`config.mk`:
```
export PLATFORM = sky130hd
export DESIGN_NAME = rgb888_to_rgb565_dither_packer_flat
export DESIGN_NICKNAME = d
export VERILOG_FILES = /design/src/rdp_pkg.sv /design/src/rdp_if.sv /design/src/rdp_noise.sv /design/src/rdp_pack.sv /design/src/rgb888_to_rgb565_dither_packer.sv /design/src/flat_wrapper.sv
export SDC_FILE = /design/constraint.sdc
export NUM_CORES = 1
export LEC_CHECK = 0
export BUFFER_PORTS_ARGS = -buffer_cell sky130_fd_sc_hd__buf_2
export CAP_MARGIN = 20
export CORE_MARGIN = 4
export CORE_UTILIZATION = 62
export CTS_CLUSTER_DIAMETER = 40
export DETAILED_ROUTE_END_ITERATION = 12
export GPL_TIMING_DRIVEN = 0
export PLACE_DENSITY = 0.94
export SYNTH_ARGS = -nofsm -noshare
export SYNTH_HDL_FRONTEND = slang
export SYNTH_SLANG_ARGS = --single-unit
```
`constraint.sdc`:
```
create_clock -name clk -period 5.4 [get_ports clk]
set_input_delay 1.08 -clock clk [delete_from_list [all_inputs] [get_ports clk]]
set_output_delay 1.08 -clock clk [all_outputs]
set_load 0.02 [all_outputs]
```
`src/rdp_pkg.sv`:
```
// Package for the RGB888 to RGB565 dither packer.
// Pixel type, reset constants, the xorshift step and the per-pixel conversions.
// No dependencies.
package rdp_pkg;

  localparam int unsigned PIX_PER_GRP = 4;
  localparam logic [31:0] NOISE_SEED  = 32'h1234_5678;
  localparam logic        DITHER_RST  = 1'b1;

  // red sits in bits 7:0, so it is the last member
  typedef struct packed {
    logic [7:0] blue;
    logic [7:0] green;
    logic [7:0] red;
  } pix_t;

  typedef logic [15:0] rgb565_t;

  function automatic logic [31:0] xorshift_step(input logic [31:0] s);
    logic [31:0] t;
    t = s ^ (s << 13);
    t = t ^ (t >> 17);
    t = t ^ (t << 5);
    return t;
  endfunction

  function automatic rgb565_t to565(input pix_t p);
    return {p.red[7:3], p.green[7:2], p.blue[7:3]};
  endfunction

  // noise is the generator word already shifted for this pixel
  function automatic rgb565_t dither_px(input pix_t p, input logic [31:0] noise);
    pix_t q;
    q.red   = p.red   - {5'd0, p.red[7:5]}   + {5'd0, noise[2:0]};
    q.green = p.green - {6'd0, p.green[7:6]} + {6'd0, noise[9:8]};
    q.blue  = p.blue  - {5'd0, p.blue[7:5]}  + {5'd0, noise[18:16]};
    return to565(q);
  endfunction

endpackage

```
`src/rdp_if.sv`:
```
// Channel interfaces for the dither packer: pixel group requests in, packed words out.
// Depends on rdp_pkg.
interface rdp_in_if
  import rdp_pkg::*;
  ();
  logic valid;
  logic ready;
  pix_t pixel_a;
  pix_t pixel_b;
  pix_t pixel_c;
  pix_t pixel_d;
  logic group_last;

  modport source (output valid, pixel_a, pixel_b, pixel_c, pixel_d, group_last, input ready);
  modport sink   (input valid, pixel_a, pixel_b, pixel_c, pixel_d, group_last, output ready);
endinterface

interface rdp_out_if;
  logic        valid;
  logic        ready;
  logic [31:0] word_first;
  logic [31:0] word_second;
  logic        band_end;

  modport source (output valid, word_first, word_second, band_end, input ready);
  modport sink   (input valid, word_first, word_second, band_end, output ready);
endinterface

```
`src/rdp_noise.sv`:
```
// Xorshift32 noise generator, stepped once per dithered pixel group.
// Depends on rdp_pkg.
module rdp_noise
  import rdp_pkg::*;
(
  input  logic        clk,
  input  logic        rst_n,
  input  logic        step_en,
  output logic [31:0] noise_nxt
);

  logic [31:0] noise_r;

  assign noise_nxt = xorshift_step(noise_r);

  always_ff @(posedge clk) begin
    if (!rst_n) begin
      noise_r <= NOISE_SEED;
    end else if (step_en) begin
      noise_r <= noise_nxt;
    end
  end

endmodule

```
`src/rdp_pack.sv`:
```
// Converts four RGB888 pixels to RGB565, with or without noise, and packs two per word.
// Depends on rdp_pkg.
module rdp_pack
  import rdp_pkg::*;
(
  input  pix_t        pix [PIX_PER_GRP],
  input  logic [31:0] noise,
  input  logic        dither_en,
  output logic [31:0] word_first,
  output logic [31:0] word_second
);

  rgb565_t px565 [PIX_PER_GRP];

  for (genvar k = 0; k < PIX_PER_GRP; k++) begin : g_px
    // pixel k takes the generator word shifted down by two bits per pixel
    logic [31:0] noise_k;
    assign noise_k  = noise >> (2 * k);
    assign px565[k] = dither_en ? dither_px(pix[k], noise_k) : to565(pix[k]);
  end

  assign word_first  = {px565[0], px565[1]};
  assign word_second = {px565[2], px565[3]};

endmodule

```
`src/rgb888_to_rgb565_dither_packer.sv`:
```
// Top level of the RGB888 to RGB565 dither packer: input register, converter, result register.
// Depends on rdp_pkg, rdp_if, rdp_noise and rdp_pack.
//
//  channel   dir  handshake     payload
//  in_chan   in   valid/ready   pixel_a..pixel_d (24b each), group_last
//  out_chan  out  valid/ready   word_first, word_second (32b each), band_end
//  cfg_*     in   cfg_we        cfg_wdata: dither_enable
//
// One group per clock unless the result stalls; input register, then result register.
// The generator steps as a group moves into the result register.
// Synchronous reset clears both valid flags, sets dither on and reloads the noise seed.
// A stalled result holds while one more group can still be taken into the input register.
module rgb888_to_rgb565_dither_packer
  import rdp_pkg::*;
(
  input  logic  clk,
  input  logic  rst_n,
  input  logic  cfg_we,
  input  logic  cfg_wdata,
  rdp_in_if.sink    in_chan,
  rdp_out_if.source out_chan
);

  logic        dither_en_r;
  logic        s1_valid_r;
  pix_t        s1_pix_r [PIX_PER_GRP];
  logic        s1_last_r;
  logic        out_valid_r;
  logic [31:0] out_first_r;
  logic [31:0] out_second_r;
  logic        out_last_r;

  logic        advance;
  logic [31:0] noise_nxt;
  logic [31:0] word_first;
  logic [31:0] word_second;

  assign advance       = s1_valid_r && (!out_valid_r || out_chan.ready);
  assign in_chan.ready = !s1_valid_r || advance;

  always_ff @(posedge clk) begin
    if (!rst_n) begin
      dither_en_r <= DITHER_RST;
    end else if (cfg_we) begin
      dither_en_r <= cfg_wdata;
    end
  end

  always_ff @(posedge clk) begin
    if (!rst_n) begin
      s1_valid_r <= 1'b0;
    end else if (in_chan.ready) begin
      s1_valid_r <= in_chan.valid;
    end
  end

  always_ff @(posedge clk) begin
    if (in_chan.valid && in_chan.ready) begin
      s1_pix_r[0] <= in_chan.pixel_a;
      s1_pix_r[1] <= in_chan.pixel_b;
      s1_pix_r[2] <= in_chan.pixel_c;
      s1_pix_r[3] <= in_chan.pixel_d;
      s1_last_r   <= in_chan.group_last;
    end
  end

  rdp_noise u_noise (
    .clk       (clk),
    .rst_n     (rst_n),
    .step_en   (advance && dither_en_r),
    .noise_nxt (noise_nxt)
  );

  rdp_pack u_pack (
    .pix         (s1_pix_r),
    .noise       (noise_nxt),
    .dither_en   (dither_en_r),
    .word_first  (word_first),
    .word_second (word_second)
  );

  always_ff @(posedge clk) begin
    if (!rst_n) begin
      out_valid_r <= 1'b0;
    end else if (!out_valid_r || out_chan.ready) begin
      out_valid_r <= s1_valid_r;
    end
  end

  always_ff @(posedge clk) begin
    if (advance) begin
      out_first_r  <= word_first;
      out_second_r <= word_second;
      out_last_r   <= s1_last_r;
    end
  end

  assign out_chan.valid       = out_valid_r;
  assign out_chan.word_first  = out_first_r;
  assign out_chan.word_second = out_second_r;
  assign out_chan.band_end    = out_last_r;

endmodule

```
`src/flat_wrapper.sv`:
```
// flat-port wrapper written by rule: the top's interface ports become plain ports
module rgb888_to_rgb565_dither_packer_flat import rdp_pkg::*;
  (clk, rst_n, cfg_we, cfg_wdata, in_chan_valid, in_chan_pixel_a, in_chan_pixel_b, in_chan_pixel_c, in_chan_pixel_d, in_chan_group_last, in_chan_ready, out_chan_valid, out_chan_word_first, out_chan_word_second, out_chan_band_end, out_chan_ready);
  rdp_in_if in_chan_i ();
  rdp_out_if out_chan_i ();
  input  logic clk;
  input  logic rst_n;
  input  logic cfg_we;
  input  logic cfg_wdata;
  input wire logic [$bits(in_chan_i.valid)-1:0] in_chan_valid;
  input wire logic [$bits(in_chan_i.pixel_a)-1:0] in_chan_pixel_a;
  input wire logic [$bits(in_chan_i.pixel_b)-1:0] in_chan_pixel_b;
  input wire logic [$bits(in_chan_i.pixel_c)-1:0] in_chan_pixel_c;
  input wire logic [$bits(in_chan_i.pixel_d)-1:0] in_chan_pixel_d;
  input wire logic [$bits(in_chan_i.group_last)-1:0] in_chan_group_last;
  output wire logic [$bits(in_chan_i.ready)-1:0] in_chan_ready;
  output wire logic [$bits(out_chan_i.valid)-1:0] out_chan_valid;
  output wire logic [$bits(out_chan_i.word_first)-1:0] out_chan_word_first;
  output wire logic [$bits(out_chan_i.word_second)-1:0] out_chan_word_second;
  output wire logic [$bits(out_chan_i.band_end)-1:0] out_chan_band_end;
  input wire logic [$bits(out_chan_i.ready)-1:0] out_chan_ready;
  assign in_chan_i.valid = in_chan_valid;
  assign in_chan_i.pixel_a = in_chan_pixel_a;
  assign in_chan_i.pixel_b = in_chan_pixel_b;
  assign in_chan_i.pixel_c = in_chan_pixel_c;
  assign in_chan_i.pixel_d = in_chan_pixel_d;
  assign in_chan_i.group_last = in_chan_group_last;
  assign in_chan_ready = in_chan_i.ready;
  assign out_chan_valid = out_chan_i.valid;
  assign out_chan_word_first = out_chan_i.word_first;
  assign out_chan_word_second = out_chan_i.word_second;
  assign out_chan_band_end = out_chan_i.band_end;
  assign out_chan_i.ready = out_chan_ready;
  rgb888_to_rgb565_dither_packer u_core (.clk(clk), .rst_n(rst_n), .cfg_we(cfg_we), .cfg_wdata(cfg_wdata), .in_chan(in_chan_i), .out_chan(out_chan_i));
endmodule
```
======== Word-level counts from Yosys, hierarchy flattened ========
Cells that the tools add are included.
W data, S select, Z words.
cells by class
  add/subtract/negate cells ............... 24
  muxes and demuxes ....................... 4
  bitwise logic cells ..................... 3
  reduce and logical (&&, ||, !) cells .... 7
operators by type and width
  cell                 number
  $add A8 B3 Y8        8
  $mux W16             4
  $sub A8 B3 Y8        8
  $xor A32 B32 Y32     2
  $add A8 B2 Y8        4
  $sub A8 B2 Y8        4
  $xor A32 B15 Y32     1
  $logic_and A1 B1 Y1  3
  $logic_not A1 Y1     2
  $logic_or A1 B1 Y1   2
storage, ports and cells
  register bits ........................... 197
  bits of input ports ..................... 103
  word-level logic and storage cells ...... 58

======== Depth between registers and ports, before layout ========
Gate-level depths: netlist (run 1).
  depth after elaboration ................. 5
  mapped depth ............................ 14
  gate-level depth less buffers ........... 13

======== Modules after synthesis ========
A second synthesis (run 1) with hierarchy kept.
unflattened totals
  cell total of the unflattened synthesis .. 1013
  area, all modules ....................... 11511.0 µm²
modules (own cells, without submodules)
  module                          instances  cells each  area an instance (µm²)  seq. area each (µm²)
  rgb888_to_rgb565_dither_packer  1          176         5012.3                  4924.7
  rdp_pack                        1          612         4265.3                  0.0
  rdp_noise                       1          225         2233.4                  640.6

======== Worst setup path after synthesis (run 1) ========
OpenSTA, ideal clock, no wires.
  kind .................................... in2reg
  from .................................... input out_chan_ready
  to ...................................... register u_core.s1_last_r, enable pin
  setup time .............................. 0.467 ns
  arrival ................................. 3.610 ns
  required time ........................... 4.933 ns
  setup slack ............................. 1.323 ns
  cell stages on the path ................. 3
  buffers on the path ..................... 0
  cells stage by stage .................... nor2b_1 -> nand2_1 -> and2_1
on the way
  longest elaborated chain between the ends .. 4
RTL lines
  what                     RTL line                              text
  start, declared          flat_wrapper.sv:21                    input wire logic [$bits(out_chan_i.ready)-1:0] out_chan_ready;
  $logic_or A1 B1 Y1       rgb888_to_rgb565_dither_packer.sv:38  assign advance = s1_valid_r && (!out_valid_r || out_chan.ready);
  $logic_and A1 B1 Y1      rgb888_to_rgb565_dither_packer.sv:38
  $logic_or A1 B1 Y1       rgb888_to_rgb565_dither_packer.sv:39  assign in_chan.ready = !s1_valid_r || advance;
  named net in_chan_ready  flat_wrapper.sv:16                    output wire logic [$bits(in_chan_i.ready)-1:0] in_chan_ready;
  $logic_and A1 B1 Y1      rgb888_to_rgb565_dither_packer.sv:58  if (in_chan.valid && in_chan.ready) begin
  end signal, assigned     rgb888_to_rgb565_dither_packer.sv:63  s1_last_r <= in_chan.group_last;
  end, declared            rgb888_to_rgb565_dither_packer.sv:27  logic s1_last_r;
The timed path passes the listed nets, and every way through them passes these cells.
A chain may end at the register's enable or synchronous reset.

======== Worst setup path in the final report (run 1) ========
  from .................................... register u_core.u_noise.noise_r[17]
  to ...................................... register u_core.out_second_r[31] (netlist: u_core.out_chan.word_second[31]), data pin
on the way
  longest elaborated chain between the ends .. 5
RTL lines
  what                                     RTL line                              text
  start, declared                          rdp_noise.sv:12                       logic [31:0] noise_r;
  start signal, assigned                   rdp_noise.sv:20                       noise_r <= noise_nxt;
  $xor A32 B32 Y32                         rdp_pkg.sv:21                         t = s ^ (s << 13);
  $xor A32 B15 Y32                         rdp_pkg.sv:22                         t = t ^ (t >> 17);
  $xor A32 B32 Y32                         rdp_pkg.sv:23                         t = t ^ (t << 5);
  named net u_core.noise_nxt[5]            rgb888_to_rgb565_dither_packer.sv:34  logic [31:0] noise_nxt;
  $add A8 B3 Y8                            rdp_pkg.sv:34                         q.red = p.red - {5'd0, p.red[7:5]} + {5'd0, noise[2:0]};
  $mux W16                                 rdp_pack.sv:19                        assign px565[k] = dither_en ? dither_px(pix[k], noise_k) : to565(pix[k]);
  named net u_core.u_pack.word_second[31]  rdp_pack.sv:10                        output logic [31:0] word_second
  end signal, assigned                     rgb888_to_rgb565_dither_packer.sv:93  out_second_r <= word_second;
  end, declared                            rgb888_to_rgb565_dither_packer.sv:30  logic [31:0] out_second_r;
The timed path passes the listed nets, and every way through them passes these cells.

==> summary.txt, run 1 <==
Status = completed
Sequential area share after synthesis = 49.4%
Met2 WL = 13.2 mm
Max Fclk = 0.246 GHz
HP Class = reg2reg
Clk_lat worst skew = 440 ps
Cell family with most CP delay = XOR/XNOR gates
Crit Path Max Fanout = 5
Largest net degree at the start of global routing = 67
Die Wd = 143 um
WHS = 423 ps
CP startpoint kind = register
Total CTS buffers = 17
Initial antenna violation count = 1
Final WS setup = 1340 ps
Layout Nets = 1361
P&R area growth vs syn = 15.5%
Setup Skew = 8.46 ps
Max Cap Viol = 0
Worst-path cell chain = buf_2 -> xnor2_1 -> xor2_1 -> xnor2_1 -> fa_1 -> ha_1 -> a21oi_1 -> o21ai_2 -> a211oi_1 -> o21bai_2 -> nor4_1 -> a211oi_1 -> xnor2_1
1st-iter DRT viols = 503
Post-route ant nets = 0
# setup viols final = 0
Power per Cell Area = 368 nW/um^2
Via Count = 8011
Post-CTS Hold Buffers = 0
Inserted Diodes = 0
Peak VDD IR = 0.337 mV
Area of the multi-input gates = 5130 um^2
YS warnings = 0
Layout cells sized above 1 = 20.7%
Area contributors post-synth = edfxtp_1 43%, ha_1 9.3%, dfxtp_1 6.2%, xnor2_1 4.4%, inv_1 3.9%
Post-synthesis average cell area = 11.7 um^2
Clk buf depth = 2
IO Count = 170
Worst slack, placed = 1430 ps
CP bufs+invs = 1
Starting density of the core = 62.9%
Routed vias/inst = 5.74
Fillcell total = 1174
Synth Register Bits = 197
CP Class = reg2reg
Min cycle time layout = 4060 ps
CP Data Required Time = 5590 ps
Total GRT Usage = 25.6%
DIE AREA = 20400 um^2
Top Layer Used = met5
WL met3 = 1.91 mm
Gr ovfl total = 0
Utilization after layout = 72.7%
Post-synth top area share = 43.2%
Final Hold Violating Endpoints = 0
Core Area = 17900 um^2
Worst EP arrival = 4240 ps
Setup TNS = 0 ps
Synth Cell Area = 11300 um^2
Post-CTS Resized = 0
Post-Syn Instances = 965
Root buffer cell = clkbuf_16
DP HPWL = 18.8 mm
Port bufs = 169
Least-Margin Pin Slew = 1010 ps
Number of global-route vias before repair = 8193
Die Y = 143 um
CP max stage delay = 610 ps
Final slew viol count = 0
Number of synthesized flops with an enable pin = 162
Worst-path clk slew = 80 ps
First-pass GRT wire length = 40.4 mm
Slew Limit Headroom = 32.7%
Syn Nets = 1172
Setup bufs post-CTS = 0
Most common cell on crit path = xnor2_1
FF+latch area = 5570 um^2
Unrepaired setup endpoints after global routing = false
Drt pass-1 iters = 5
Wire length on met1 = 10.1 mm
CP Capture Type = register
Commonest non-fill, non-tap cell in the layout = buf_2
RePlAce Congestion = 0.870
CP max-delay cell = xor2_1
Async S/R FF share, synth = 0%
Synth cell types = 71
Tot Pwr = 4790 uW
Commonest cells after routing, fill and taps aside = 171 x buf_2, 162 x edfxtp_1, 118 x inv_1
TritonCTS clock tree = done
Routed wire length = 25.8 mm
H-tree levels = 4
Ys flop type = edfxtp_1
Clock Sinks = 197
Leak Pwr = 0.00582 uW
WL per Instance = 18.5 um
Area leader, netlist = edfxtp_1
Crit share post-route = 75.2%
Site Rows = 49
DRC viols = 0
registers in the layout, summed over array words and instances, names as in the netlist:
register and cells:
u_core.dither_en_r 1, u_core.out_chan.word_first 32, u_core.s1_pix_r 96, u_core.s1_last_r 1, u_core.out_chan.band_end 1, u_core.out_chan.word_second 32
u_core.u_noise.noise_r 32, u_core.out_chan.valid 1, u_core.s1_valid_r 1
area by class of cell:
type	instances	area share [%]
repair buffers	170	6.71
clock inverters	15	1.19
plain buffers	27	0.971
inverters	119	3.43
multi-input cells	622	39.5
clock buffers	17	3.27
well taps	229	2.20
flip-flops and latches	197	42.8
cell usage after synthesis (7+ instances only):
cell / count
mux2i_1: 19
xnor2_1: 57
ha_1: 84
o31ai_1: 8
xor2_1: 40
edfxtp_1: 162
nand2_1: 78
a21o_1: 10
or3_1: 9
fa_1: 20
o211ai_1: 9
o21ai_0: 43
xnor3_1: 8
inv_1: 118
clkbuf_1: 15
nand3_1: 11
o21a_1: 9
dfxtp_1: 35
nor3_1: 26
and3_1: 8
a21oi_1: 32
nor2_1: 41
nor3b_1: 7
and2_1: 14
logic make-up (layout without fill, tap and decap cells):
family / after synthesis / after routing / share of synthesized area (%)
AND/OR/NAND/NOR: 220 / 220 / 9.46
flip-flops: 197 / 197 / 49.4
AO/OA/AOI/OAI: 162 / 162 / 10.0
buffers and inverters: 146 / 348 / 5.09
XOR/XNOR: 117 / 117 / 11.5
adder cells (fa/ha/maj): 104 / 104 / 12.9
multiplexers: 19 / 19 / 1.69
where the power goes:
group	total (uW)	leakage (uW)	internal [uW]	switching (uW)
Combinational	1630	0.00369	692	940
Sequential	1900	0.00184	1830	73.0
Clock	1250	0.000281	619	631
Total	4790	0.00582	3140	1640
path summary, 6_finish.rpt:
kind	cells past startpoint	end	startpoint	slack [ps]
worst max register to register	13	u_core.out_chan.word_second[31]$_DFFE_PP_	u_core.u_noise.noise_r[17]$_SDFFE_PN0P_	1340
worst min register to register	0	u_core.out_chan.band_end$_DFFE_PP_	u_core.s1_last_r$_DFFE_PP_	420
worst min-delay path	0	u_core.out_chan.band_end$_DFFE_PP_	u_core.s1_last_r$_DFFE_PP_	420
worst max-delay path	13	u_core.out_chan.word_second[31]$_DFFE_PP_	u_core.u_noise.noise_r[17]$_SDFFE_PN0P_	1340
worst reg2reg max path, stage by stage, from the launching register on:
cell      delay, ps
dfxtp_1         300
buf_2           170
xnor2_1         440
xor2_1          610
xnor2_1         270
fa_1            500
ha_1            220
a21oi_1         190
o21ai_2         100
a211oi_1        360
o21bai_2        160
nor4_1          220
a211oi_1        110
xnor2_1         150
metal layers:
metal,up-vias,track usage [%]
li1,3767,-
met1,3875,31.4
met2,325,45.4
met3,42,5.76
met4,2,7.75
met5,-,0
metrics by stage:
stage / instances / cell area (um^2)
2_1_floorplan: 965 / 11300
3_3_place_gp: 1363 / 12400
3_5_place_dp: 1364 / 12400
4_1_cts: 1396 / 13000
5_1_grt: 1396 / 13000
6_report: 1396 / 13000
Power figures use the tool's default switching activity.
==> run 2: changes to the inputs <==
- ABC_AREA: not set -> 1
- CORE_UTILIZATION: 62 -> 53
- PLACE_DENSITY: 0.94 -> 0.86
- clock period: 5.4 -> 3.5 ns (I/O delays scaled with it)
==> run 2 against run 1 <==
  * Fmax up 27%
  * Core utilization is 10 points lower
  * Critical path depth rose by 2
  * Synthesized cell count is 44% higher
  * Power grew 52%
  * Critical path type unchanged
==> summary.txt, run 2 <==
Area contributors post-synth = edfxtp_1 40%, nand2_1 13%, ha_1 8.7%, inv_1 7.7%, dfxtp_1 5.8%
Worst-path cell chain = xor2_1 -> nand2_1 -> nand2_1 -> xor2_1 -> fa_1 -> ha_1 -> nand2_1 -> inv_1 -> nand4_1 -> nand2_1 -> nand2_1 -> nand2_1 -> nand2_1 -> nand3_1 -> nand2_1
Reg with most FFs = u_core.s1_pix_r
Net Sw Frac = 34.6%
Fillcell total = 1774
H-tree levels = 4
Psw = 2520 uW
Synth Register Bits = 197
1st-iter DRT viols = 651
Ys flop type = edfxtp_1
Final slew viol count = 0
Most instantiated cells after synthesis = 416 x nand2_1, 248 x inv_1, 162 x edfxtp_1
Post-synth top area share = 40.4%
Crit Path Max Fanout = 5
Commonest cells after routing, fill and taps aside = 416 x nand2_1, 246 x inv_1, 170 x buf_2
Seq pwr share = 40.0%
Setup Skew = 13.6 ps
Layout cells sized above 1 = 14.8%
Clk buf depth = 2
Synth Cell Area = 12000 um^2
Slew Limit Headroom = 36.6%
Number of global-route vias before repair = 9891
WL per Instance = 15.4 um
DIE AREA = 25200 um^2
Routed vias/inst = 5.29
Post-CTS Hold Buffers = 0
Post-synthesis average cell area = 8.63 um^2
CP startpoint kind = register
RePlAce Congestion = 0.894
P&R area growth vs syn = 15.0%
CP Data Required Time = 3700 ps
Placed inst area = 13300 um^2
Total CTS buffers = 17
Layout Nets = 1790
Pint = 4760 uW
Worst EP arrival = 3390 ps
Gr ovfl total = 0
Site Rows = 54
Worst-path clk slew = 70 ps
Unrepaired setup endpoints after global routing = false
Initial antenna violation count = 0
Die Wd = 159 um
Min cycle time layout = 3200 ps
Clock power frac = 26.9%
YS warnings = 0
Most common cell on crit path = nand2_1
IO Count = 170
Sequential area share after synthesis = 46.3%
DP HPWL = 21.6 mm
DRC viols = 0
Max Fclk = 0.313 GHz
First-pass GRT wire length = 46.4 mm
Crit share post-route = 91.4%
Root buffer cell = clkbuf_16
Async S/R FF share, synth = 0%
CP Capture Type = register
Area leader, netlist = edfxtp_1
Clk_lat worst skew = 440 ps
Status = completed
Post-Syn Instances = 1394
Inst Count DP = 1844
Via Count = 9929
CP max-delay cell = fa_1
Leak Pwr = 0.00692 uW
Final std cells w/o fill = 1876
Utilization after layout = 62.6%
Least-Margin Pin Slew = 951 ps
# setup viols final = 0
Setup bufs post-CTS = 0
Final instance area = 13800 um^2
CP max stage delay = 510 ps
Number of synthesized flops with an enable pin = 162
Inserted Diodes = 0
Post-CTS Resized = 0
Port bufs = 169
Post-route ant nets = 0
Core Area = 22100 um^2
Total GRT Usage = 23.4%
Count leader, synth = nand2_1
CP Class = reg2reg
Syn Nets = 1601
TritonCTS clock tree = done
HP Class = reg2reg
Synth cell types = 35
Max FFs per register = 96
Drt pass-1 iters = 6
Comb pwr share = 33.1%
Peak VDD IR = 0.288 mV
Commonest non-fill, non-tap cell in the layout = nand2_1
Die Y = 159 um
Clock Sinks = 197
Starting density of the core = 54.4%
Largest net degree at the start of global routing = 66
Power per Cell Area = 526 nW/um^2
Final Hold Violating Endpoints = 0
Routed wire length = 29.0 mm
Max Cap Viol = 0
run 2: cell count changes in the layout (fill, tap and decap cells not counted), sizes merged, moves of 21 or more:
cell	previous run	this run
a21oi	34	73
nor2	41	13
nand2	78	427
inv	126	259
xor2	42	21
nand3	11	119
xnor2	60	33
run 2: final timing paths:
check / start / endpoint / slack (ps) / depth (start not counted)
worst max-delay path: u_core.u_noise.noise_r[8]$_SDFFE_PN0P_ / u_core.out_chan.word_first[24]$_DFFE_PP_ / 300 / 15
worst min-delay path: u_core.s1_last_r$_DFFE_PP_ / u_core.out_chan.band_end$_DFFE_PP_ / 420 / 0
worst max register to register: u_core.u_noise.noise_r[8]$_SDFFE_PN0P_ / u_core.out_chan.word_first[24]$_DFFE_PP_ / 300 / 15
worst min register to register: u_core.s1_last_r$_DFFE_PP_ / u_core.out_chan.band_end$_DFFE_PP_ / 420 / 0
run 2: metal layers:
layer	wire, um	vias to the layer above	track usage [%]
met5	0	-	0
met4	628	0	8.37
met3	1890	47	4.51
met2	14300	323	40.8
met1	12200	4634	29.1
li1	-	4925	-
run 2: power by group through the flow:
stage	Clock (uW)	Sequential (uW)	Combinational, uW
6_report	1960	2910	2410
5_1_grt	2110	2930	2740
4_1_cts	2010	2910	2400
3_5_place_dp	0	2960	2370
3_3_place_gp	0	2960	2270
2_1_floorplan	0	3050	1670
run 2: through the flow:
step	setup WS, ps	setup TNS, ps	hold slack (ps)	total power (uW)
finish	303	0	424	7280
global route	86.1	0	408	7770
CTS	284	0	417	7320
detailed placement	294	0	425	5340
global placement	-745	-73330	405	5240
floorplan	107	0	400	4710
run 2: cell families (layout without fill, tap and decap cells):
group,count (synthesis),after routing,share of synthesized area (%)
AOI/OAI and AO/OA,168,168,8.05
xor gates and xnor gates,54,54,4.00
adders and majority gates,104,104,12.1
buffers and inverters,277,479,8.92
DFF,197,197,46.3
and+or+nand+nor,594,594,20.7
run 2: cell type report:
class	instances	area, um^2	area share [%]
Clock inverter	14	151	1.09
Timing Repair Buffer	170	873	6.31
Sequential cell	197	5570	40.2
Multi-Input combinational cell	920	5390	38.9
Buffer	22	115	0.832
Clock buffer	18	429	3.10
Inverter	255	962	6.95
Tap cell	280	350	2.53
run 2: critical path, delay by kind of cell (launching register included):
kind | cells | cell delay (ps)
simple gates | 10 | 970
flops | 1 | 450
xor+xnor | 2 | 670
fa+ha+maj | 2 | 820
buf+inv | 1 | 50
==> run 3: changes to the inputs <==
- ABC_AREA: 1 -> not set
- CORE_MARGIN: 4 -> 2
- CORE_UTILIZATION: 53 -> 62
- PLACE_DENSITY: 0.86 -> 0.94
- clock period: 3.5 -> 4 ns (I/O delays scaled with it)
==> run 3 against run 2 <==
  * Non-clock buffer count grew 7
  * Core utilization is 10 points higher
  * Cell area down 5.4%
  * Cell count fell by 25%
  * Worst hold slack lost 2.2 ps
  * Combinational power fell by 6%
  * Via count down 18%
  * Global-route usage rose by 4.3 points
  * Clock-buffer cell count unchanged
  * Wire length shrank 8.7%
  * Critical endpoint is now u_core.out_chan.word_second[14]$_DFFE_PP_
  * Highest routed layer unchanged
==> summary.txt, run 3 (same netlist as run 1, synthesis figures left out) <==
Status = completed
1st-iter DRT viols = 522
P&R area growth vs syn = 16.1%
# setup viols final = 0
Routed wire length = 26.4 mm
Clk buf depth = 2
WL per Instance = 18.9 um
Least-Margin Pin Slew = 982 ps
Setup bufs post-CTS = 0
Worst-path clk slew = 80 ps
Min cycle time layout = 3790 ps
Starting density of the core = 62.9%
Slew Limit Headroom = 34.6%
Setup Skew = 12.0 ps
Final slew viol count = 0
IO Count = 170
Via Count = 8117
Post-route ant nets = 0
CP Capture Type = register
Site Rows = 49
Placed inst area = 12500 um^2
DIE AREA = 19300 um^2
Final Hold Violating Endpoints = 0
Final instance area = 13100 um^2
Commonest cells after routing, fill and taps aside = 171 x buf_2, 162 x edfxtp_1, 118 x inv_1
Power per Cell Area = 504 nW/um^2
Worst EP arrival = 3940 ps
Die Wd = 139 um
CP Class = reg2reg
Leak Pwr = 0.00585 uW
FF+latch area = 5570 um^2
RePlAce Congestion = 0.881
Number of global-route vias before repair = 8372
CP max-delay cell = xor3_2
Max Fclk = 0.264 GHz
Crit Path Max Fanout = 5
Layout cells sized above 1 = 21.0%
Post-CTS Hold Buffers = 0
Met2 usage = 47.5%
Total CTS buffers = 17
Crit share post-route = 94.7%
Largest net degree at the start of global routing = 53
Inserted Diodes = 0
Layout Nets = 1363
HP Class = reg2reg
Gr ovfl total = 0
Most common cell on crit path = inv_1
Commonest non-fill, non-tap cell in the layout = buf_2
DP HPWL = 19.1 mm
Peak VDD IR = 0.432 mV
Final std cells w/o fill = 1398
M1 GR Usage = 34.3%
TritonCTS clock tree = done
Worst r2r src = u_core.u_noise.noise_r[3]$_SDFFE_PN1P_
Busiest grt layer = met2
Clk_lat worst skew = 450 ps
Setup crit start = u_core.u_noise.noise_r[3]$_SDFFE_PN1P_
Worst hold start = u_core.s1_last_r$_DFFE_PP_
Reg2Reg Setup Slack = 210 ps
Routed vias/inst = 5.81
CP endpoint = u_core.out_chan.word_second[14]$_DFFE_PP_
Met3 Usage GRT = 6.42%
H-tree levels = 4
Die Y = 139 um
Unrepaired setup endpoints after global routing = false
Worst r2r dst = u_core.out_chan.word_second[14]$_DFFE_PP_
Root buffer cell = clkbuf_16
DRC viols = 0
First-pass GRT wire length = 41.6 mm
CP Data Required Time = 4160 ps
Inst Count DP = 1365
Total GRT Usage = 27.8%
Drt pass-1 iters = 5
Max FFs per register = 96
Port bufs = 169
Fillcell total = 1147
Initial antenna violation count = 0
Hold path depth = 0
CP max stage delay = 550 ps
Clock Sinks = 197
Worst-path cell chain = xor3_2 -> xor2_2 -> inv_1 -> fa_1 -> inv_1 -> ha_1 -> nand2_1 -> or3_1 -> o221ai_2 -> a21o_1 -> a21oi_1 -> xor2_1 -> mux2i_1
Max Cap Viol = 0
CP startpoint kind = register
Area of the multi-input gates = 5160 um^2
Reg with most FFs = u_core.s1_pix_r
Core Area = 17900 um^2
R2R depth = 13
## run 3: report_power, final
group          internal (uW)  switching (uW)  leakage (uW)  total, uW
Clock                    941             818      0.000286       1760
Combinational            950            1320       0.00372       2270
Sequential              2470            97.5       0.00184       2570
## run 3: worst min-delay path by stage
stage and to:
3_3_place_gp u_core.out_chan.band_end$_DFFE_PP_, 6_report u_core.out_chan.band_end$_DFFE_PP_, 5_1_grt u_core.out_chan.band_end$_DFFE_PP_, 4_1_cts u_core.out_chan.band_end$_DFFE_PP_
2_1_floorplan u_core.out_chan.band_end$_DFFE_PP_, 3_5_place_dp u_core.out_chan.band_end$_DFFE_PP_
## run 3: per-layer routing
metal,up-vias,share of wire (%)
li1,3771,-
met3,66,7.8
met2,350,50
met5,-,0
met1,3930,39
met4,0,3.2
## run 3: critical path, delay by kind of cell, from the launching register on
kind            cells  cell delay, ps
simple gates        2             390
xor+xnor            3            1030
flops               1             420
mux                 1             100
compound gates      3             590
buf+inv             2             190
fa+ha+maj           2             780
## run 3: final cells by class
cell class,count,area share (%)
timing repair buffer,172,6.97
sequential,197,42.5
tap,229,2.19
inverter,119,3.41
clock inverter,14,1.25
buffer,27,0.966
multi-input combinational,622,39.4
clock buffer,18,3.28
## run 3: stage by stage
step	total power, uW	hold slack, ps	util, %	setup WS (ps)	setup TNS (ps)
detailed placement	4820	406	69.6	-20.8	-20.8
global route	6930	438	73.1	57.4	0
floorplan	4220	400	-	203	0
finish	6600	422	73.1	214	0
CTS	6580	424	73.0	81.8	0
global placement	4670	405	69.3	-743	-81620
## run 3: what timing repair did
| item | 4_1_cts | 5_1_grt |
|---|---|---|
| endpoints found under the setup margin | 1 | 4 |
| resized for setup | 1 | 2 |
| hold endpoints to repair | 0 | 0 |
